--- config.mk ---
export PLATFORM = sky130hd
export DESIGN_NAME = led_matrix_bitplane_splitter_core
export DESIGN_NICKNAME = d
export VERILOG_FILES = /design/src/rtl/lmbs_pkg.sv /design/src/rtl/lmbs_front.sv /design/src/rtl/lmbs_queue.sv /design/src/rtl/lmbs_back.sv /design/src/rtl/led_matrix_bitplane_splitter_core.sv
export SDC_FILE = /design/constraint.sdc
export NUM_CORES = 1
export LEC_CHECK = 0
export ABC_AREA = 1
export BUFFER_PORTS_ARGS = -buffer_cell sky130_fd_sc_hd__buf_2
export CORE_MARGIN = 1
export CORE_UTILIZATION = 59
export CTS_BUF_LIST = sky130_fd_sc_hd__clkbuf_16
export CTS_CLUSTER_SIZE = 30
export DETAILED_ROUTE_END_ITERATION = 8
export PLACE_DENSITY = 0.81
export SLEW_MARGIN = 20
export SYNTH_ARGS = -nofsm -noshare
export SYNTH_HDL_FRONTEND = slang
export SYNTH_SLANG_ARGS = --single-unit
export TNS_END_PERCENT = 50
--- constraint.sdc ---
create_clock -name i_clk -period 9.3 [get_ports i_clk]
set_input_delay 0.465 -clock i_clk [delete_from_list [all_inputs] [get_ports i_clk]]
set_output_delay 0.465 -clock i_clk [all_outputs]
set_load 0.01 [all_outputs]
--- src/rtl/lmbs_pkg.sv ---
// ----------------------------------------------------------------------------
// lmbs_pkg: shared types and constants of the LED matrix bit-plane splitter
// Holds the job record passed from the front end to the back end, the
// register map and the fixed field widths of the stream channels.
// ----------------------------------------------------------------------------
package lmbs_pkg;

    // Fixed field widths
    localparam int ADDR_W   = 17;
    localparam int DOT_W    = 6;
    localparam int PLANE_W  = 2;
    localparam int COORD_W  = 8;
    localparam int COLOR_W  = 16;
    localparam int SCAN_W   = 3;
    localparam int PCFG_W   = 4;

    // Panel geometry
    localparam int PANEL_SHIFT   = 5;   // 32 pixels per panel side
    localparam int HALF_PANEL_SH = 9;   // 512 dot pairs per panel
    localparam int ROW_MOD_W     = 7;   // widest scan row index
    localparam logic [PLANE_W-1:0] LAST_PLANE = 2'd2;

    // Job queue geometry
    localparam int Q_DEPTH = 2;
    localparam int Q_PTR_W = 1;
    localparam int Q_CNT_W = 2;

    // Register map, index is paddr[3:2]
    typedef enum logic [1:0] {
        REG_PANELS_WIDE = 2'd0,
        REG_PANELS_HIGH = 2'd1,
        REG_SCAN_LOG2   = 2'd2,
        REG_COLOR_ORDER = 2'd3
    } t_reg_idx;

    // Three most significant bits of each color channel of both pixels
    typedef struct packed {
        logic [2:0] r0;
        logic [2:0] g0;
        logic [2:0] b0;
        logic [2:0] r1;
        logic [2:0] g1;
        logic [2:0] b1;
    } t_bits;

    // One classified pixel pair ready for address expansion
    typedef struct packed {
        logic [ADDR_W-1:0]  base;  // scan row times panel count plus matrix
        logic [COORD_W-1:0] xm;    // column within its scan segment
        t_bits              bits;
    } t_job;

    // Queue status seen by the producer and the consumer
    typedef struct packed {
        logic full;
        logic empty;
    } t_q_status;

endpackage

--- src/rtl/lmbs_front.sv ---
// ----------------------------------------------------------------------------
// lmbs_front: input stage of the bit-plane splitter
// Accepts pixel pairs, drops those outside the frame or in a lower half band,
// and turns the rest into jobs holding the coarse scan offset and color bits.
// ----------------------------------------------------------------------------
module lmbs_front #(
    parameter int MAX_PANELS_WIDE = 8,
    parameter int MAX_PANELS_HIGH = 8,
    parameter int PWPH_W          = 10
) (
    input  logic                           i_clk,
    input  logic                           i_rst_n,
    // Configuration
    input  logic [lmbs_pkg::PCFG_W-1:0]    i_panels_wide,
    input  logic [lmbs_pkg::PCFG_W-1:0]    i_panels_high,
    input  logic [lmbs_pkg::SCAN_W-1:0]    i_scan_log2,
    input  logic                           i_color_order,
    // Pixel pair input
    input  logic                           i_valid,
    output logic                           o_ready,
    input  logic [lmbs_pkg::COORD_W-1:0]   i_column,
    input  logic [lmbs_pkg::COORD_W-1:0]   i_row,
    input  logic [lmbs_pkg::COLOR_W-1:0]   i_upper_color,
    input  logic [lmbs_pkg::COLOR_W-1:0]   i_lower_color,
    // Job output towards the queue
    output logic                           o_push,
    output lmbs_pkg::t_job                 o_job,
    input  lmbs_pkg::t_q_status            i_q_status,
    // Panel count product for the back end
    output logic [PWPH_W-1:0]              o_pwph
);

    localparam int PW_W   = $clog2(MAX_PANELS_WIDE + 1);
    localparam int PH_W   = $clog2(MAX_PANELS_HIGH + 1);
    localparam int BASE_W = lmbs_pkg::ROW_MOD_W + PWPH_W + 1;

    logic [PW_W-1:0]                    pw;
    logic [PH_W-1:0]                    ph;
    logic [PH_W-1:0]                    ph_rem;
    logic [2:0]                         xb;
    logic [2:0]                         yb;
    logic [lmbs_pkg::ROW_MOD_W-1:0]     row_mask;
    logic [lmbs_pkg::ROW_MOD_W-1:0]     ym;
    logic [lmbs_pkg::COORD_W-1:0]       seg_mask;
    logic [PWPH_W-1:0]                  pwph;
    logic [PWPH_W-1:0]                  matrix;
    logic [BASE_W-1:0]                  base_full;
    logic                               keep;
    logic                               accept;
    lmbs_pkg::t_job                     job;

    logic                               r_vld;
    logic                               n_vld;
    lmbs_pkg::t_job                     r_job;
    logic [PWPH_W-1:0]                  r_pwph;

    // Saturate the panel counts to the supported range.
    always_comb begin
        if (i_panels_wide == '0) begin
            pw = PW_W'(1);
        end else if (32'(i_panels_wide) > MAX_PANELS_WIDE) begin
            pw = PW_W'(MAX_PANELS_WIDE);
        end else begin
            pw = PW_W'(i_panels_wide);
        end
        if (i_panels_high == '0) begin
            ph = PH_W'(1);
        end else if (32'(i_panels_high) > MAX_PANELS_HIGH) begin
            ph = PH_W'(MAX_PANELS_HIGH);
        end else begin
            ph = PH_W'(i_panels_high);
        end
    end

    // Classify the pair and work out the coarse part of its scan index.
    always_comb begin
        pwph      = PWPH_W'(pw) * PWPH_W'(ph);
        xb        = i_column[lmbs_pkg::COORD_W-1:lmbs_pkg::PANEL_SHIFT];
        yb        = i_row[lmbs_pkg::COORD_W-1:lmbs_pkg::PANEL_SHIFT];
        keep      = (32'(xb) < 32'(pw)) && (32'(yb) < 32'(ph))
                    && !i_row[lmbs_pkg::PANEL_SHIFT-1];
        row_mask  = lmbs_pkg::ROW_MOD_W'((8'd1 << i_scan_log2) - 8'd1);
        ym        = i_row[lmbs_pkg::ROW_MOD_W-1:0] & row_mask;
        seg_mask  = lmbs_pkg::COORD_W'((10'd512 >> i_scan_log2) - 10'd1);
        ph_rem    = ph - PH_W'(1) - PH_W'(yb);
        matrix    = PWPH_W'(pw) * PWPH_W'(ph_rem) + PWPH_W'(xb);
        base_full = BASE_W'(ym) * BASE_W'(pwph) + BASE_W'(matrix);

        job.base  = lmbs_pkg::ADDR_W'(base_full);
        job.xm    = i_column & seg_mask;
        job.bits.r0 = i_upper_color[15:13];
        job.bits.r1 = i_lower_color[15:13];
        if (i_color_order) begin
            job.bits.b0 = i_upper_color[10:8];
            job.bits.g0 = i_upper_color[4:2];
            job.bits.b1 = i_lower_color[10:8];
            job.bits.g1 = i_lower_color[4:2];
        end else begin
            job.bits.g0 = i_upper_color[10:8];
            job.bits.b0 = i_upper_color[4:2];
            job.bits.g1 = i_lower_color[10:8];
            job.bits.b1 = i_lower_color[4:2];
        end
    end

    // The stage takes a new pair whenever it is empty or its job can move on to the queue.
    assign o_push  = r_vld && !i_q_status.full;
    assign o_ready = !r_vld || !i_q_status.full;
    assign accept  = i_valid && o_ready;

    always_comb begin
        n_vld = r_vld;
        if (accept) begin
            n_vld = keep;
        end else if (o_push) begin
            n_vld = 1'b0;
        end
    end

    always_ff @(posedge i_clk) begin
        if (!i_rst_n) begin
            r_vld <= 1'b0;
        end else begin
            r_vld <= n_vld;
        end
    end

    // Payload registers; the panel product follows the static configuration.
    always_ff @(posedge i_clk) begin
        if (accept) begin
            r_job <= job;
        end
        r_pwph <= pwph;
    end

    assign o_job  = r_job;
    assign o_pwph = r_pwph;

endmodule

--- src/rtl/lmbs_queue.sv ---
// ----------------------------------------------------------------------------
// lmbs_queue: job queue between front end and back end
// A two-entry first-in first-out buffer so that either side can stall alone.
// ----------------------------------------------------------------------------
module lmbs_queue (
    input  logic                 i_clk,
    input  logic                 i_rst_n,
    input  logic                 i_push,
    input  lmbs_pkg::t_job       i_job,
    input  logic                 i_pop,
    output lmbs_pkg::t_job       o_job,
    output lmbs_pkg::t_q_status  o_status
);

    lmbs_pkg::t_job                  r_mem [lmbs_pkg::Q_DEPTH];
    logic [lmbs_pkg::Q_PTR_W-1:0]    r_wr_ptr;
    logic [lmbs_pkg::Q_PTR_W-1:0]    r_rd_ptr;
    logic [lmbs_pkg::Q_CNT_W-1:0]    r_count;
    logic                            do_push;
    logic                            do_pop;

    assign o_status.full  = (r_count == lmbs_pkg::Q_CNT_W'(lmbs_pkg::Q_DEPTH));
    assign o_status.empty = (r_count == '0);
    assign do_push        = i_push && !o_status.full;
    assign do_pop         = i_pop && !o_status.empty;
    assign o_job          = r_mem[r_rd_ptr];

    // Pointer and fill count bookkeeping.
    always_ff @(posedge i_clk) begin
        if (!i_rst_n) begin
            r_wr_ptr <= '0;
            r_rd_ptr <= '0;
            r_count  <= '0;
        end else begin
            if (do_push) begin
                r_wr_ptr <= r_wr_ptr + 1'b1;
            end
            if (do_pop) begin
                r_rd_ptr <= r_rd_ptr + 1'b1;
            end
            if (do_push && !do_pop) begin
                r_count <= r_count + 1'b1;
            end else if (do_pop && !do_push) begin
                r_count <= r_count - 1'b1;
            end
        end
    end

    // Entry storage.
    always_ff @(posedge i_clk) begin
        if (do_push) begin
            r_mem[r_wr_ptr] <= i_job;
        end
    end

endmodule

--- src/rtl/lmbs_back.sv ---
// ----------------------------------------------------------------------------
// lmbs_back: plane expansion stage of the bit-plane splitter
// Takes one job at a time and emits its three plane results, one per cycle while
// the receiver is ready, through an output register that a stalled receiver can hold.
// ----------------------------------------------------------------------------
module lmbs_back #(
    parameter int PWPH_W = 10
) (
    input  logic                            i_clk,
    input  logic                            i_rst_n,
    input  logic [lmbs_pkg::SCAN_W-1:0]     i_scan_log2,
    input  logic [PWPH_W-1:0]               i_pwph,
    // Queue side
    input  lmbs_pkg::t_job                  i_job,
    input  lmbs_pkg::t_q_status             i_q_status,
    output logic                            o_pop,
    // Result stream
    output logic                            o_valid,
    input  logic                            i_ready,
    output logic [lmbs_pkg::ADDR_W-1:0]     o_address,
    output logic [lmbs_pkg::DOT_W-1:0]      o_dot_pair,
    output logic [lmbs_pkg::PLANE_W-1:0]    o_plane,
    output logic                            o_last
);

    localparam int WIDE_W = PWPH_W + lmbs_pkg::HALF_PANEL_SH;

    logic [lmbs_pkg::ADDR_W-1:0]   half;
    logic [lmbs_pkg::ADDR_W-1:0]   idx;
    logic [3:0]                    base_sh;
    logic                          slot_free;
    logic                          emit;
    logic                          done_plane;
    logic [lmbs_pkg::DOT_W-1:0]    dot;

    logic                          r_busy;
    logic [lmbs_pkg::PLANE_W-1:0]  r_k;
    logic [lmbs_pkg::ADDR_W-1:0]   r_addr;
    lmbs_pkg::t_bits               r_bits;

    logic                          r_out_vld;
    logic [lmbs_pkg::ADDR_W-1:0]   r_out_addr;
    logic [lmbs_pkg::DOT_W-1:0]    r_out_dot;
    logic [lmbs_pkg::PLANE_W-1:0]  r_out_plane;
    logic                          r_out_last;

    // Plane stride is the dot pair count of the frame, half its pixel count.
    always_comb begin
        half    = lmbs_pkg::ADDR_W'(WIDE_W'(i_pwph) << lmbs_pkg::HALF_PANEL_SH);
        base_sh = 4'(lmbs_pkg::HALF_PANEL_SH) - 4'(i_scan_log2);
        idx     = lmbs_pkg::ADDR_W'(i_job.base << base_sh)
                  + lmbs_pkg::ADDR_W'(i_job.xm);
    end

    // Advance when the output register is empty or being drained.
    assign slot_free  = !r_out_vld || i_ready;
    assign emit       = r_busy && slot_free;
    assign done_plane = r_k == lmbs_pkg::LAST_PLANE;
    assign o_pop      = !i_q_status.empty && (!r_busy || (emit && done_plane));

    // Bit k of each channel of both pixels.
    assign dot = {r_bits.r0[r_k], r_bits.g0[r_k], r_bits.b0[r_k],
                  r_bits.r1[r_k], r_bits.g1[r_k], r_bits.b1[r_k]};

    // Job sequencing and output valid.
    always_ff @(posedge i_clk) begin
        if (!i_rst_n) begin
            r_busy    <= 1'b0;
            r_k       <= '0;
            r_out_vld <= 1'b0;
        end else begin
            if (o_pop) begin
                r_busy <= 1'b1;
                r_k    <= '0;
            end else if (emit) begin
                r_k <= r_k + 1'b1;
                if (done_plane) begin
                    r_busy <= 1'b0;
                end
            end
            if (slot_free) begin
                r_out_vld <= emit;
            end
        end
    end

    // Payload registers.
    always_ff @(posedge i_clk) begin
        if (o_pop) begin
            r_addr <= idx;
            r_bits <= i_job.bits;
        end else if (emit) begin
            r_addr <= r_addr + half;
        end
        if (emit) begin
            r_out_addr  <= r_addr;
            r_out_dot   <= dot;
            r_out_plane <= r_k;
            r_out_last  <= done_plane;
        end
    end

    assign o_valid    = r_out_vld;
    assign o_address  = r_out_addr;
    assign o_dot_pair = r_out_dot;
    assign o_plane    = r_out_plane;
    assign o_last     = r_out_last;

    // A taken plane that is not the last is followed at once by the next one.
    a_plane_follows: assert property (@(posedge i_clk) disable iff (!i_rst_n)
        (r_out_vld && i_ready && !r_out_last) |=>
        (r_out_vld && r_out_plane == $past(r_out_plane) + 1'b1))
        else $error("next plane did not follow");

    // The plane counter never leaves the three planes.
    a_k_range: assert property (@(posedge i_clk) disable iff (!i_rst_n)
        r_busy |-> (r_k != 2'd3))
        else $error("plane counter out of range");

    // A busy stage with room in the output register always produces a result.
    a_busy_emits: assert property (@(posedge i_clk) disable iff (!i_rst_n)
        (r_busy && slot_free) |=> r_out_vld)
        else $error("busy stage produced no result");

    // Taking a new job restarts the plane count and makes the stage busy.
    a_pop_idle: assert property (@(posedge i_clk) disable iff (!i_rst_n)
        o_pop |=> (r_k == '0 && r_busy))
        else $error("job load did not restart the plane count");

endmodule

--- src/rtl/led_matrix_bitplane_splitter_core.sv ---
// ----------------------------------------------------------------------------
// led_matrix_bitplane_splitter_core: HUB75 bit-plane splitter for chained
// 32x32 panels
// Splits RGB565 pixel pairs into three dot-pair bytes with frame addresses.
// ----------------------------------------------------------------------------
// Usage:
// The slave stream takes one pixel pair per transaction: column, row of the
// upper pixel, and the colors of that pixel and of the pixel 16 rows below.
// Each pair whose row lies in an upper half band inside the frame yields three
// master stream transactions, planes 0, 1, 2 in order, tlast on plane 2. Other
// pairs are accepted and dropped.
// A pair passes the input stage register, the job queue, the plane expansion
// registers and the output register. One pair is accepted per cycle until the
// two-entry job queue fills; the expansion stage emits one result per cycle
// while the receiver is ready, so the single result channel sets the sustained
// rate. When the receiver stalls, the output register holds its result and
// the queue absorbs up to two more jobs plus one in the input stage before
// s_axis_tready drops. Reset empties every stage and loads the registers with
// 4 panels wide, 1 panel high, 1/16 scan and RGB order.
// The APB port may only be written while the block is idle.
// ----------------------------------------------------------------------------
module led_matrix_bitplane_splitter_core #(
    parameter int MAX_PANELS_WIDE = 8,
    parameter int MAX_PANELS_HIGH = 8
) (
    input  logic        i_clk,
    input  logic        i_rst_n,
    // Configuration port
    input  logic        psel,
    input  logic        penable,
    input  logic        pwrite,
    input  logic [3:0]  paddr,
    input  logic [31:0] pwdata,
    output logic [31:0] prdata,
    output logic        pready,
    // Pixel pair stream
    input  logic        i_s_axis_tvalid,
    output logic        o_s_axis_tready,
    input  logic [47:0] i_s_axis_tdata,   // column, row, upper_color, lower_color
    // Result stream
    output logic        o_m_axis_tvalid,
    input  logic        i_m_axis_tready,
    output logic [23:0] o_m_axis_tdata,   // address, dot_pair, zero pad
    output logic [1:0]  o_m_axis_tuser,   // plane
    output logic        o_m_axis_tlast
);

    localparam int PWPH_W = $clog2(MAX_PANELS_WIDE + 1) + $clog2(MAX_PANELS_HIGH + 1);

    logic [lmbs_pkg::PCFG_W-1:0]   r_panels_wide;
    logic [lmbs_pkg::PCFG_W-1:0]   r_panels_high;
    logic [lmbs_pkg::SCAN_W-1:0]   r_scan_log2;
    logic                          r_color_order;

    lmbs_pkg::t_reg_idx            reg_idx;
    logic                          cfg_wr;
    logic                          push;
    logic                          pop;
    lmbs_pkg::t_job                front_job;
    lmbs_pkg::t_job                queue_job;
    lmbs_pkg::t_q_status           q_status;
    logic [PWPH_W-1:0]             pwph;
    logic [lmbs_pkg::ADDR_W-1:0]   out_address;
    logic [lmbs_pkg::DOT_W-1:0]    out_dot;

    // Register access decode.
    assign pready  = 1'b1;
    assign reg_idx = lmbs_pkg::t_reg_idx'(paddr[3:2]);
    assign cfg_wr  = psel && penable && pwrite && pready;

    always_ff @(posedge i_clk) begin
        if (!i_rst_n) begin
            r_panels_wide <= 4'd4;
            r_panels_high <= 4'd1;
            r_scan_log2   <= 3'd4;
            r_color_order <= 1'b0;
        end else if (cfg_wr) begin
            case (reg_idx)
                lmbs_pkg::REG_PANELS_WIDE: r_panels_wide <= pwdata[3:0];
                lmbs_pkg::REG_PANELS_HIGH: r_panels_high <= pwdata[3:0];
                lmbs_pkg::REG_SCAN_LOG2:   r_scan_log2   <= pwdata[2:0];
                lmbs_pkg::REG_COLOR_ORDER: r_color_order <= pwdata[0];
                default: ;
            endcase
        end
    end

    // Register read back.
    always_comb begin
        case (reg_idx)
            lmbs_pkg::REG_PANELS_WIDE: prdata = 32'(r_panels_wide);
            lmbs_pkg::REG_PANELS_HIGH: prdata = 32'(r_panels_high);
            lmbs_pkg::REG_SCAN_LOG2:   prdata = 32'(r_scan_log2);
            lmbs_pkg::REG_COLOR_ORDER: prdata = 32'(r_color_order);
            default:                   prdata = '0;
        endcase
    end

    // Input classification.
    lmbs_front #(
        .MAX_PANELS_WIDE (MAX_PANELS_WIDE),
        .MAX_PANELS_HIGH (MAX_PANELS_HIGH),
        .PWPH_W          (PWPH_W)
    ) u_front (
        .i_clk         (i_clk),
        .i_rst_n       (i_rst_n),
        .i_panels_wide (r_panels_wide),
        .i_panels_high (r_panels_high),
        .i_scan_log2   (r_scan_log2),
        .i_color_order (r_color_order),
        .i_valid       (i_s_axis_tvalid),
        .o_ready       (o_s_axis_tready),
        .i_column      (i_s_axis_tdata[7:0]),
        .i_row         (i_s_axis_tdata[15:8]),
        .i_upper_color (i_s_axis_tdata[31:16]),
        .i_lower_color (i_s_axis_tdata[47:32]),
        .o_push        (push),
        .o_job         (front_job),
        .i_q_status    (q_status),
        .o_pwph        (pwph)
    );

    // Job buffering.
    lmbs_queue u_queue (
        .i_clk    (i_clk),
        .i_rst_n  (i_rst_n),
        .i_push   (push),
        .i_job    (front_job),
        .i_pop    (pop),
        .o_job    (queue_job),
        .o_status (q_status)
    );

    // Plane expansion.
    lmbs_back #(
        .PWPH_W (PWPH_W)
    ) u_back (
        .i_clk       (i_clk),
        .i_rst_n     (i_rst_n),
        .i_scan_log2 (r_scan_log2),
        .i_pwph      (pwph),
        .i_job       (queue_job),
        .i_q_status  (q_status),
        .o_pop       (pop),
        .o_valid     (o_m_axis_tvalid),
        .i_ready     (i_m_axis_tready),
        .o_address   (out_address),
        .o_dot_pair  (out_dot),
        .o_plane     (o_m_axis_tuser),
        .o_last      (o_m_axis_tlast)
    );

    assign o_m_axis_tdata = {1'b0, out_dot, out_address};

endmodule

* Word level (Yosys, flattened, before mapping)
Memories as Yosys holds them, arrays and structs flattened. A register that Yosys moved wholly into a read port is not among the register bits. Cells that the tools add are included.
Cells by class: add/sub/neg operators 14, multipliers 3, $lt $le $gt $ge 5, equality and inequality tests 5, shift-type cells 3, muxes and demuxes 32, bitwise operators 3, reduce and logical (&&, ||, !) cells 38
Operator list (number):
- 32-bit case mux with 4 select lines | 1
- 17-bit two-way mux | 2
- 17-bit adder | 1
- 17-bit by 8-bit adder with 17-bit output | 1
- 17-bit by 4-bit left shift with 17-bit output | 1
- 15-bit by 8-bit adder with 16-bit output | 1
- 4-bit by 4-bit multiplier with 8-bit output | 2
- 4-bit two-way mux | 4
- 7-bit by 8-bit multiplier with 15-bit output | 1
- 1-bit two-way mux | 15
- 1-bit logical AND | 13
- 1-bit binary-select mux with 2-bit select | 6
- 6-bit two-way mux | 2
- 2-bit AND reduction | 5
- 10-bit by 3-bit >> shifter with 8-bit output (first input constant) | 1
- 8-bit by 3-bit adder with 8-bit output | 1
- 8-bit AND | 1
- 2-bit == test (second input constant) | 4
- 4-bit greater-than comparator (second input constant) | 2
- 1-bit logical NOT | 8
- 4-bit logical NOT | 2
- 3-bit by 4-bit < comparator with 1-bit output | 2
- 2-bit nonzero test | 4
- 8-bit by 1-bit subtractor with 8-bit output (second input constant) | 1
- 16 further kinds | 22
Word-level totals: bits in registers 132, memory bits (writable) 84, bits of input ports 91, output and inout port bits 62, word-level logic and storage cells 135, memories kept 1
Memories:
- u_queue.r_mem | words 2, width 42, read ports 1, clocked after Yosys merged registers in 1, wr ports 1, RTL line lmbs_queue.sv:15 | lmbs_pkg::t_job r_mem [lmbs_pkg::Q_DEPTH];

* Depth between registers and ports, before layout
Gate-level depths: netlist of run 1.
depth after elaboration 10, mapped depth 34, depth with buffers taken out 34

* By module
A second synthesis of run 1 with hierarchy kept.
Unflattened totals: cell total of the unflattened synthesis 1332, area total of the unflattened synthesis 13513.0 µm²
Modules (own cells, without submodules):
- lmbs_front | instances 1, cells an instance 588, area each 5181.2 µm²
- lmbs_back | instances 1, cells an instance 447, area each 3946.3 µm²
- lmbs_queue | instances 1, cells an instance 172, area each 3553.4 µm²
- led_matrix_bitplane_splitter_core | instances 1, cells an instance 125, area each 832.0 µm²

* Worst setup path before layout of run 1
Ideal clock, no wire load.
kind flip-flop to flip-flop, from register r_panels_high[3] (netlist name), to register u_front.r_job, in the netlist u_front.o_job[39] (data pin), setup time 0.265 ns, arrival 6.802 ns, data required time 9.035 ns, setup slack 2.233 ns, stages on the path, launching flop included 32, clock period less this slack 7.067 ns, path through dfxtp_1 inv_1 nand2_1 inv_1 ha_1 fa_1 or2_2 nand2_1 inv_1 nand2_1 fa_1 inv_1 fa_1 ha_1 ha_1 a21oi_1 nand2_1 a21o_1 a21oi_1 xnor2_1 fa_1 fa_1 inv_1 fa_1 inv_1 ha_1 a21oi_1 a21boi_0 o21ai_0 a31oi_1 o21ai_0 xor2_1
On the way: word-level cells in the longest chain between the ends 8, elaborated cells on any way between the ends 11, classes of those cells add/sub (4); mul (3); order compare (1); mux (2); reduce/logical (1)
RTL lines:
- from (decl) | RTL line led_matrix_bitplane_splitter_core.sv:51 | logic [lmbs_pkg::PCFG_W-1:0] r_panels_high;
- from (signal assigned) | RTL line led_matrix_bitplane_splitter_core.sv:80 | lmbs_pkg::REG_PANELS_HIGH: r_panels_high <= pwdata[3:0];
- 4-bit greater-than comparator | RTL line lmbs_front.sv:68 | end else if (32'(i_panels_high) > MAX_PANELS_HIGH) begin
- 4-bit two-way mux | RTL line lmbs_front.sv:68
- 4-bit two-way mux * | RTL line lmbs_front.sv:66 | if (i_panels_high == '0) begin
- 4-bit by 1-bit subtractor with 4-bit output | RTL line lmbs_front.sv:85 | ph_rem = ph - PH_W'(1) - PH_W'(yb);
- 4-bit by 3-bit subtractor with 4-bit output | RTL line lmbs_front.sv:85
- 4-bit by 4-bit multiplier with 8-bit output | RTL line lmbs_front.sv:86 | matrix = PWPH_W'(pw) * PWPH_W'(ph_rem) + PWPH_W'(xb);
- 8-bit by 3-bit adder with 8-bit output | RTL line lmbs_front.sv:86
- 15-bit by 8-bit adder with 16-bit output * | RTL line lmbs_front.sv:87 | base_full = BASE_W'(ym) * BASE_W'(pwph) + BASE_W'(matrix);
- via u_front.base_full[13] | RTL line lmbs_front.sv:47 | logic [BASE_W-1:0] base_full;
- to (signal assigned) | RTL line lmbs_front.sv:131 | r_job <= job;
- to (decl) | RTL line lmbs_front.sv:54 | lmbs_pkg::t_job r_job;
Mark *: on every way through the listed nets, which the timed path passes. The rest lies on a longest branch. A chain may end at the register's enable or synchronous reset.

* Worst setup path after layout of run 1
from register r_panels_wide[3] (netlist name), to register u_front.r_job, in the netlist u_front.o_job[39] (data pin)
On the way: word-level cells in the longest chain between the ends 6, elaborated cells on any way between the ends 9, classes of those cells add/sub (2); mul (3); order compare (1); mux (2); reduce/logical (1)
RTL lines:
- from (decl) | RTL line led_matrix_bitplane_splitter_core.sv:50 | logic [lmbs_pkg::PCFG_W-1:0] r_panels_wide;
- from (signal assigned) | RTL line led_matrix_bitplane_splitter_core.sv:79 | lmbs_pkg::REG_PANELS_WIDE: r_panels_wide <= pwdata[3:0];
- 4-bit greater-than comparator | RTL line lmbs_front.sv:61 | end else if (32'(i_panels_wide) > MAX_PANELS_WIDE) begin
- 4-bit two-way mux | RTL line lmbs_front.sv:61
- 4-bit two-way mux * | RTL line lmbs_front.sv:59 | if (i_panels_wide == '0) begin
- 4-bit by 4-bit multiplier with 8-bit output, on equally long branches | RTL line lmbs_front.sv:77, lmbs_front.sv:86
- 7-bit by 8-bit multiplier with 15-bit output or 8-bit by 3-bit adder with 8-bit output (tied branches) | RTL line lmbs_front.sv:87, lmbs_front.sv:86
- 15-bit by 8-bit adder with 16-bit output * | RTL line lmbs_front.sv:87
- via u_front.base_full[13] | RTL line lmbs_front.sv:47
Marks and branches as above.

==> results of run 1 <==
[sequential cells by signal (all words and copies together), names as in the netlist, 2 cells and up, named ones only]
name / cells
u_back.o_plane: 2
u_back.r_k: 2
u_queue.r_mem: 84
u_back.r_bits: 18
u_back.r_addr: 17
r_panels_wide: 4
u_front.o_job: 42
r_scan_log2: 3
u_queue.r_count: 2
r_panels_high: 4
u_back.o_dot_pair: 6
u_back.o_address: 17
u_front.o_pwph: 8
[power groups by stage]
stage / sequential, mW / combinational [mW] / clock (mW)
after CTS: 1.38 / 0.798 / 0.799
final: 1.38 / 0.798 / 0.794
after detailed placement: 1.40 / 0.792 / 0
after floorplan: 1.39 / 0.586 / 0
after global placement: 1.38 / 0.759 / 0
after global routing: 1.39 / 0.904 / 0.839
[how the worst max path moves through the flow]
stage / start / end / depth (start not counted)
after global routing: r_panels_high[3]$_SDFFE_PN0P_ / u_front.o_job[39]$_DFFE_PP_ / 31
after global placement: r_panels_high[3]$_SDFFE_PN0P_ / u_front.o_job[39]$_DFFE_PP_ / 31
after detailed placement: r_panels_high[3]$_SDFFE_PN0P_ / u_front.o_job[39]$_DFFE_PP_ / 31
after CTS: r_panels_high[3]$_SDFFE_PN0P_ / u_front.o_job[39]$_DFFE_PP_ / 31
after floorplan: r_panels_high[3]$_SDFFE_PN0P_ / u_front.o_job[39]$_DFFE_PP_ / 31
final: r_panels_wide[3]$_SDFFE_PN0P_ / u_front.o_job[39]$_DFFE_PP_ / 30
[per-stage QoR]
stage                     cells  setup WS [ns]
after global placement     1646           1.61
final                      1684           1.41
after detailed placement   1646           1.47
after floorplan            1349           2.23
after global routing       1684          0.911
after CTS                  1684           1.43
[routing by layer]
layer  vias to the layer above  wire length [um]
met5                         -                 0
met4                         0               717
met3                        48              1630
met2                       298             13100
met1                      4321             10700
li1                       4465                 -
[worst max-delay path: cells and delay by family, from the launching register on]
kind	cells	cell delay, ns
xor gates and xnor gates	2	0.72
DFF	1	0.47
buffers and inverters	7	0.60
adders and majority gates	8	3.75
AOI/OAI and AO/OA	7	1.51
and+or+nand+nor	6	0.59
[cell usage in the layout, fill, tap and decap left out, types with 9 or more instances in the layout]
master | Yosys | routed
buf_2 | 6 | 78
nand2_1 | 257 | 257
conb_1 | 2 | 30
fa_1 | 50 | 50
nor3_1 | 9 | 9
nand3_1 | 101 | 101
xor2_1 | 13 | 13
o21ai_0 | 54 | 53
a21oi_1 | 57 | 57
xnor2_1 | 12 | 12
ha_1 | 97 | 97
nand3_2 | 13 | 13
edfxtp_1 | 187 | 187
clkbuf_16 | 0 | 21
inv_1 | 178 | 181
nor2_1 | 130 | 127
dfxtp_1 | 30 | 30
nand2_2 | 11 | 11
[kinds of logic (layout without fill, tap and decap cells)]
family	after synthesis	after routing	synth area share (%)
AO/OA/AOI/OAI	148	148	6.46
XOR/XNOR	25	25	1.69
adder cells (fa/ha/maj)	147	147	17.1
buffers and inverters	244	304	8.59
flip-flops	217	217	48.0
other	2	30	0.0580
AND/OR/NAND/NOR	538	538	18.1
[cell type report]
type	instances	share of cell area, %
Timing Repair Buffer	84	3.10
Clock inverter	17	0.801
Multi-Input combinational cell	888	40.8
Clock buffer	21	3.74
Sequential cell	217	44.2
Tap cell	275	2.45
Inverter	182	4.91
==> flow_metrics.tcl, run 1 <==
set metrics [dict create \
    status "finished, final reports clean" \
    cts_buffers 21 \
    synth_area_leader_cell "edfxtp_1" \
    detail-route-antenna-nets 0 \
    crit_slowest_cell "fa_1" \
    clock_sinks 217 \
    antenna_found_initial 1 \
    met1_usage_pct 30.3 \
    register_area_sq_mm 0.00622 \
    die_area_sq_mm 0.0225 \
    clock_path_buffers 3 \
    place_hpwl_mm 19.6 \
    vias 9132 \
    final_nets 1632 \
    rsz0062_at_grt "no" \
    cp-start-kind "flip-flop" \
    multi_input_area_sq_mm 0.00574 \
    grt_use_total_pct 24.2 \
    synth_most_common_cell "nand2_1" \
    post_cts_resized 0 \
    grtUsageMet3_pct 3.24 \
    synthTopCellsByCount "nand2_1 (257), edfxtp_1 (187), inv_1 (178)" \
    gr-total-overflow 0 \
    synthArstFlopShare_pct 0 \
    combPwrFrac_pct 26.9 \
    syn-instance-count 1321 \
    hold_path_end "u_front.o_job[6]$_DFFE_PP_" \
    post_dp_cell_area_sq_mm 0.0134 \
    clk_latency_ns 0.50 \
    powerDensity_mw_per_mm2 211 \
    initial_utilization_pct 60.8 \
    r2r_slack_ns 1.41 \
    die_h_um 150 \
    worstReg2RegStart "r_panels_wide[3]$_SDFFE_PN0P_" \
    path_max_fanout 8 \
    switchingPower_mw 0.958 \
    synthToLayoutAreaGrowth_pct 8.64 \
    power.share.sequential_pct 46.4 \
    gp_congestion 0.901 \
    tightest_slew_ns 1.02 \
    setup_tns_ns 0 \
    n_fill_cell 1636 \
    hold_buffers 0 \
    crit_required_ns 9.54 \
    netlist_top_cells_area "edfxtp_1 (43%), ha_1 (9.4%), fa_1 (7.7%), nand2_1 (7.5%), inv_1 (5.2%)" \
    total_power_mw 2.97 \
    maxCapViolations 0 \
    ys_ff_latch 217 \
    finalHoldViolations 0 \
    grt.busiest_layer "met2" \
    internal-power_mw 2.01 \
    setup_viol 0 \
    wl_mm 26.1 \
    grt_max_degree 45 \
    avgSynthCellArea_sq_um 9.80 \
    hold_ws_ns 0.143 \
    fp.dieW_um 150 \
    drc 0 \
    power_leakage_nw 6.41 \
    rows 53 \
    io_buffers 78 \
    synthFlopType "edfxtp_1" \
    syn-cell-area_sq_mm 0.0129 \
    hold_depth 1 \
    clock_skew_ns 0.0107 \
    fmax_mhz 127 \
    use_met2_pct 43.0 \
    end_kind "flip-flop" \
    grt_pass1_vias 9025 \
    swShare_pct 32.3 \
    drtIter0Drc 745 \
    clk_transition_reported_paths_ns 0.06 \
    relSlewSlack_pct 32.2 \
    ios 153 \
    drt_pre_antenna_iters 6 \
    core-area_sq_mm 0.0213 \
    path_class "flip-flop to flip-flop" \
    utilization_pct 66.1 \
    synth_cell_type_count 51 \
    cts_tree "built" \
    wl_per_cell_um 15.5 \
    cpPeakStageDelay_ns 0.62 \
    drive_above_1_share_pct 10.8 \
    htreeDepth 1 \
    finalCriticalPeriod_ns 7.89 \
    fin_crit_sh_pct 84.9 \
    postCtsSetupBuffers 0 \
    synth_edf_count 187 \
    r2r-end "u_front.o_job[39]$_DFFE_PP_" \
    yosysWarnings 0 \
    n_antenna_cell 0 \
    crit_top_cell "inv_1" \
    p_clk_share_pct 26.7 \
    peakVddDrop_mv 0.116 \
    synth_seq_area_share_pct 48.0 \
    hp-class "input port to flip-flop" \
    yosys.area.top_type_share_pct 43.4 \
    fin_area_sq_mm 0.0141 \
    cp.arrival_ns 8.14 \
    reg2reg_depth 30 \
    grt_first_pass_wirelength_mm 42.6 \
    root_buffer "clkbuf_16" \
    slew_viol_final 0 \
    routed_via_density 5.42 \
    hp-start "i_s_axis_tdata[45]" \
]
(Power assumes the default switching activity.)
==> run 2: changes to the inputs <==
- ABC_AREA: 1 -> 0
- CORE_UTILIZATION: 59 -> 54
- PLACE_DENSITY: 0.81 -> 0.78
- clock period: 9.3 -> 6.4 ns (I/O delays scaled with it)
==> flow_metrics.tcl, run 2 <==
set metrics [dict create \
    wl_mm 26.1 \
    utilization_pct 64.1 \
    wl_per_cell_um 16.7 \
    hold_depth 1 \
    avgSynthCellArea_sq_um 12.0 \
    synth_xor_area_share_pct 3.23 \
    netlist_top_cells_area "edfxtp_1 (43%), ha_1 (9.3%), fa_1 (7.7%), dfxtp_1 (4.6%), mux2_2 (4.1%)" \
    synthAdderAreaFrac_pct 17.0 \
    final_nets 1469 \
    synthArstFlopShare_pct 0 \
    drt_pre_antenna_iters 6 \
    clock_skew_ns 0.0127 \
    clock_sinks 217 \
    end_kind "flip-flop" \
    final_common_cell "edfxtp_1" \
    powerDensity_mw_per_mm2 289 \
    synth_area_leader_cell "edfxtp_1" \
    fmax_mhz 146 \
    htreeDepth 1 \
    fin_crit_sh_pct 107 \
    routed_via_density 5.31 \
    hp-class "input port to flip-flop" \
    n_fill_cell 1779 \
    cts_tree "built" \
    synth_most_common_cell "edfxtp_1" \
    yosys.area.top_type_share_pct 43.1 \
    initial_utilization_pct 55.4 \
    synth_edf_count 187 \
    synthTopCellsByCount "edfxtp_1 (187), inv_1 (112), ha_1 (97), nor2_1 (97), nand2_1 (72)" \
    grt_first_pass_wirelength_mm 41.6 \
    largest_reg_flops 84 \
    tightest_slew_ns 1.10 \
    yosysWarnings 0 \
    violations "negative setup slack" \
    grt_pass1_vias 8309 \
    fp.dieW_um 157 \
    grt_max_degree 44 \
    syn-cell-area_sq_mm 0.0130 \
    mostFrequentLayoutCells "edfxtp_1 (187), inv_1 (108), nor2_1 (92), ha_1 (87), buf_2 (78)" \
    core-area_sq_mm 0.0235 \
    rows 56 \
    gr-total-overflow 0 \
    crit_top_cell "fa_1" \
    drtIter0Drc 452 \
    path_max_fanout 5 \
    cts_buffers 20 \
    cpPeakStageDelay_ns 0.53 \
    maxCapViolations 0 \
    die_area_sq_mm 0.0248 \
    slew_viol_final 0 \
    synthToLayoutAreaGrowth_pct 15.7 \
    setup_viol 7 \
    relSlewSlack_pct 26.9 \
    io_buffers 78 \
    synth_top_family_by_area "adder cells" \
    rsz0062_at_grt "yes" \
    muxShareOfSynthArea_pct 9.34 \
    finalHoldViolations 0 \
    ios 153 \
    power_leakage_nw 6.38 \
    crit_required_ns 6.64 \
    antenna_found_initial 1 \
    clk_transition_reported_paths_ns 0.06 \
    status "finished with violations" \
    cp.arrival_ns 7.10 \
    root_buffer "clkbuf_16" \
    detail-route-antenna-nets 0 \
    synth_cell_type_count 62 \
    place_hpwl_mm 19.4 \
    synth_seq_area_share_pct 47.7 \
    drive_above_1_share_pct 24.4 \
    gp_congestion 0.903 \
    syn-instance-count 1085 \
    clk_latency_ns 0.50 \
    peakVddDrop_mv 0.215 \
    n_antenna_cell 0 \
    reg2reg_depth 30 \
    path_class "flip-flop to flip-flop" \
    ys_ff_latch 217 \
    grt_use_total_pct 21.9 \
    finalCriticalPeriod_ns 6.85 \
    dp_slack_ns -0.495 \
    clock_path_buffers 3 \
    synth_compound_area_share_pct 6.39 \
    drc 0 \
    vias 8296 \
    crit_slowest_cell "fa_1" \
    synthFlopType "edfxtp_1" \
    regMostFlops "u_queue.r_mem" \
    die_h_um 157 \
    cp-start-kind "flip-flop" \
    setup_slack_ns -0.454 \
    synth-simple-area-share_pct 10.1 \
]
run 2: through the flow:
stage | hold WS [ns] | area, sq um | setup TNS (ns) | power [mW] | cells
finish | 0.0260 | 15100 | -2.15 | 4.37 | 1561
global route | 0.00527 | 15100 | -3.62 | 4.60 | 1561
CTS | 0.00584 | 15000 | -1.64 | 4.38 | 1556
detailed placement | 0.406 | 14200 | -1.95 | 3.28 | 1513
global placement | 0.400 | 14200 | -1.13 | 3.22 | 1513
floorplan | 0.400 | 13300 | -0.286 | 2.95 | 1113
run 2: area by class of cell:
cell class | count | area, sq um | area share [%]
Clock buffer | 20 | 500 | 3.32
Tap cell | 319 | 399 | 2.65
Timing Repair Buffer | 156 | 1000 | 6.65
Sequential cell | 217 | 6220 | 41.3
Inverter | 112 | 425 | 2.82
Clock inverter | 13 | 91.3 | 0.606
Multi-Input combinational cell | 724 | 6440 | 42.7
run 2: kinds of logic after synthesis:
family,Yosys count
adders and majority gates,147
buffers and inverters,172
and+or+nand+nor,278
AOI/OAI and AO/OA,125
muxes,96
DFF,217
xor gates and xnor gates,48
other,2
run 2: routing by layer:
metal / wire (um) / global-route usage [%] / up-vias / share of wire (%)
li1: - / - / 3998 / -
met1: 11100 / 28.4 / 4037 / 43
met2: 13200 / 38.3 / 217 / 51
met3: 1080 / 2.53 / 44 / 4.2
met4: 621 / 6.75 / 0 / 2.4
met5: 0 / 0 / - / 0
run 2: power by group:
group          leakage, nW  internal (mW)  total (mW)  switching (mW)
sequential            1.99           1.89        1.99           0.107
clock                0.307          0.607        1.08           0.477
combinational         4.08          0.555        1.29           0.732
total                 6.38           3.05        4.37            1.32
run 2: path summary, 6_finish.rpt:
kind | from | endpoint | slack, ns
setup / recovery | r_panels_high[2]$_SDFFE_PN0P_ | u_front.o_job[40]$_DFFE_PP_ | -0.45
hold / removal | i_s_axis_tdata[0] | u_front.o_job[18]$_DFFE_PP_ | 0.03
setup reg to reg | r_panels_high[2]$_SDFFE_PN0P_ | u_front.o_job[40]$_DFFE_PP_ | -0.45
hold reg to reg | u_back.r_addr[4]$_DFFE_PP_ | u_back.o_address[4]$_DFFE_PP_ | 0.42
run 2: critical path, delay by kind of cell, from the launching register on:
kind	cells	cell delay, ns
flops	1	0.34
fa+ha+maj	10	3.66
xor+xnor	3	0.45
buf+inv	5	0.23
compound gates	8	1.47
simple gates	4	0.41
run 2: what timing repair did:
action | CTS | global route
resized for setup | 15 | 19
endpoints found under the hold margin | 5 | 1
pin swaps | 15 | 17
endpoints found under the setup margin | 7 | 9
hold buffers | 5 | 1
buffers inserted | 5 | 4
==> run 3: changes to the inputs <==
- GPL_TIMING_DRIVEN: default -> 0
==> flow_metrics.tcl, run 3 (synthesis results as in run 2) <==
set metrics [dict create \
    crit_required_ns 6.65 \
    final_common_cell "edfxtp_1" \
    placed_cells 1511 \
    wl_per_cell_um 16.8 \
    clk_latency_ns 0.51 \
    end_kind "flip-flop" \
    cts_tree "built" \
    setup_tns_ns -1.74 \
    ios 153 \
    root_buffer "clkbuf_16" \
    cp-start-kind "flip-flop" \
    clock_skew_ns 0.0224 \
    powerDensity_mw_per_mm2 291 \
    vias 8346 \
    finalCriticalPeriod_ns 6.81 \
    r2r_slack_ns -0.41 \
    finalHoldViolations 0 \
    antenna_found_initial 0 \
    drt_pre_antenna_iters 5 \
    mostFrequentLayoutCells "edfxtp_1 (187), inv_1 (108), nor2_1 (91), ha_1 (84), buf_2 (79)" \
    path_class "flip-flop to flip-flop" \
    routed_via_density 5.28 \
    n_antenna_cell 0 \
    hold_path_end "r_panels_wide[2]$_SDFFE_PN1P_" \
    drc 0 \
    relSlewSlack_pct 46.3 \
    tightest_slew_ns 0.803 \
    final_nets 1487 \
    clock_sinks 217 \
    slew_viol_final 0 \
    rows 56 \
    status "finished with violations" \
    maxCapViolations 0 \
    io_buffers 76 \
    initial_utilization_pct 55.4 \
    die_area_sq_mm 0.0248 \
    power_leakage_nw 6.46 \
    grt_max_degree 31 \
    violations "negative setup slack" \
    gr-total-overflow 0 \
    worstReg2RegStart "r_panels_wide[1]$_SDFFE_PN0P_" \
    largest_reg_flops 84 \
    synthToLayoutAreaGrowth_pct 17.4 \
    reg2reg_depth 27 \
    detail-route-antenna-nets 0 \
    hold_depth 3 \
    grt_first_pass_wirelength_mm 41.7 \
    grt_use_total_pct 22.0 \
    clk_transition_reported_paths_ns 0.06 \
    drive_above_1_share_pct 24.2 \
    htreeDepth 1 \
    fin_crit_sh_pct 106 \
    place_hpwl_mm 19.7 \
    gp_congestion 0.933 \
    rsz0062_at_grt "yes" \
    cts_buffers 20 \
    core-area_sq_mm 0.0235 \
    wl_mm 26.5 \
    die_h_um 157 \
    regMostFlops "u_queue.r_mem" \
    path_max_fanout 6 \
    instances_no_fill 1581 \
    fp.dieW_um 157 \
    fin_area_sq_mm 0.0153 \
    drtIter0Drc 514 \
    setup_viol 7 \
    setup_slack_ns -0.411 \
    hp-class "input port to flip-flop" \
    fmax_mhz 147 \
    post_dp_cell_area_sq_mm 0.0142 \
    hp-start "pwdata[2]" \
    r2r-end "u_front.o_job[40]$_DFFE_PP_" \
    grt_pass1_vias 8087 \
    cp.arrival_ns 7.06 \
    total_power_mw 4.46 \
    clock_path_buffers 3 \
    peakVddDrop_mv 0.226 \
]
## run 3: power breakdown
| part | switching (mW) | internal (mW) |
|---|---|---|
| Sequential | 0.0869 | 1.89 |
| Combinational | 0.760 | 0.576 |
| Clock | 0.500 | 0.649 |
## run 3: how the worst max path moves through the flow
| stage | from | slack (ns) | end |
|---|---|---|---|
| after floorplan | r_panels_high[1]$_SDFFE_PN0P_ | -0.15 | u_front.o_job[40]$_DFFE_PP_ |
| after global placement | r_panels_high[2]$_SDFFE_PN0P_ | -0.67 | u_front.o_job[41]$_DFFE_PP_ |
| after detailed placement | r_panels_wide[2]$_SDFFE_PN1P_ | -0.69 | u_front.o_job[40]$_DFFE_PP_ |
| after CTS | r_panels_high[3]$_SDFFE_PN0P_ | -0.45 | u_front.o_job[40]$_DFFE_PP_ |
| after global routing | r_panels_wide[1]$_SDFFE_PN0P_ | -0.67 | u_front.o_job[40]$_DFFE_PP_ |
| final | r_panels_wide[1]$_SDFFE_PN0P_ | -0.41 | u_front.o_job[40]$_DFFE_PP_ |
## run 3: area by class of cell
class / count / area, sq um
Buffer: 60 / 407
Clock inverter: 15 / 125
Timing Repair Buffer: 114 / 742
Inverter: 112 / 425
Tap cell: 319 / 399
Sequential cell: 217 / 6220
Clock buffer: 20 / 500
Fill cell: 1750 / 8240
Multi-Input combinational cell: 724 / 6480
## run 3: what timing repair did
action / CTS / global route
hold buffers: 8 / 0
endpoints found under the setup margin: 8 / 9
pin swaps: 28 / 22
setup buffers: 12 / 15
gates resized for setup: 15 / 26
endpoints found under the hold margin: 8 / 0
## run 3: critical path, stage by stage (launching register included)
cell and delay [ns]:
dfxtp_2 0.34, nor2_1 0.10, nor2_1 0.06, nor2_2 0.11, nand2_1 0.09, fa_1 0.57
fa_1 0.45, buf_4 0.16, fa_1 0.48, inv_1 0.08, a21oi_1 0.07, o21bai_1 0.23
xnor2_2 0.23, nor2_1 0.13, fa_1 0.51, inv_1 0.05, fa_1 0.48, inv_1 0.06
fa_1 0.53, inv_1 0.05, fa_1 0.53, inv_2 0.05, ha_4 0.23, a21o_1 0.18
a31o_2 0.22, a41o_1 0.21, o41ai_2 0.25, xnor2_1 0.10
## run 3: per-stage QoR
| stage | setup slack [ns] | utilization (%) | hold WS [ns] |
|---|---|---|---|
| floorplan | -0.145 | - | 0.400 |
| global placement | -0.666 | 59.9 | 0.400 |
| detailed placement | -0.691 | 60.3 | 0.405 |
| CTS | -0.453 | 64.0 | 0.0847 |
| global route | -0.666 | 65.0 | 0.0909 |
| finish | -0.411 | 65.0 | 0.0928 |
## run 3: layer usage
| layer | GRT usage, % | part of all wire (%) | vias up |
|---|---|---|---|
| li1 | - | - | 4029 |
| met4 | 6.47 | 1.9 | 0 |
| met3 | 1.95 | 5.4 | 43 |
| met2 | 38.9 | 51 | 242 |
| met1 | 28.9 | 42 | 4032 |
| met5 | 0 | 0 | - |
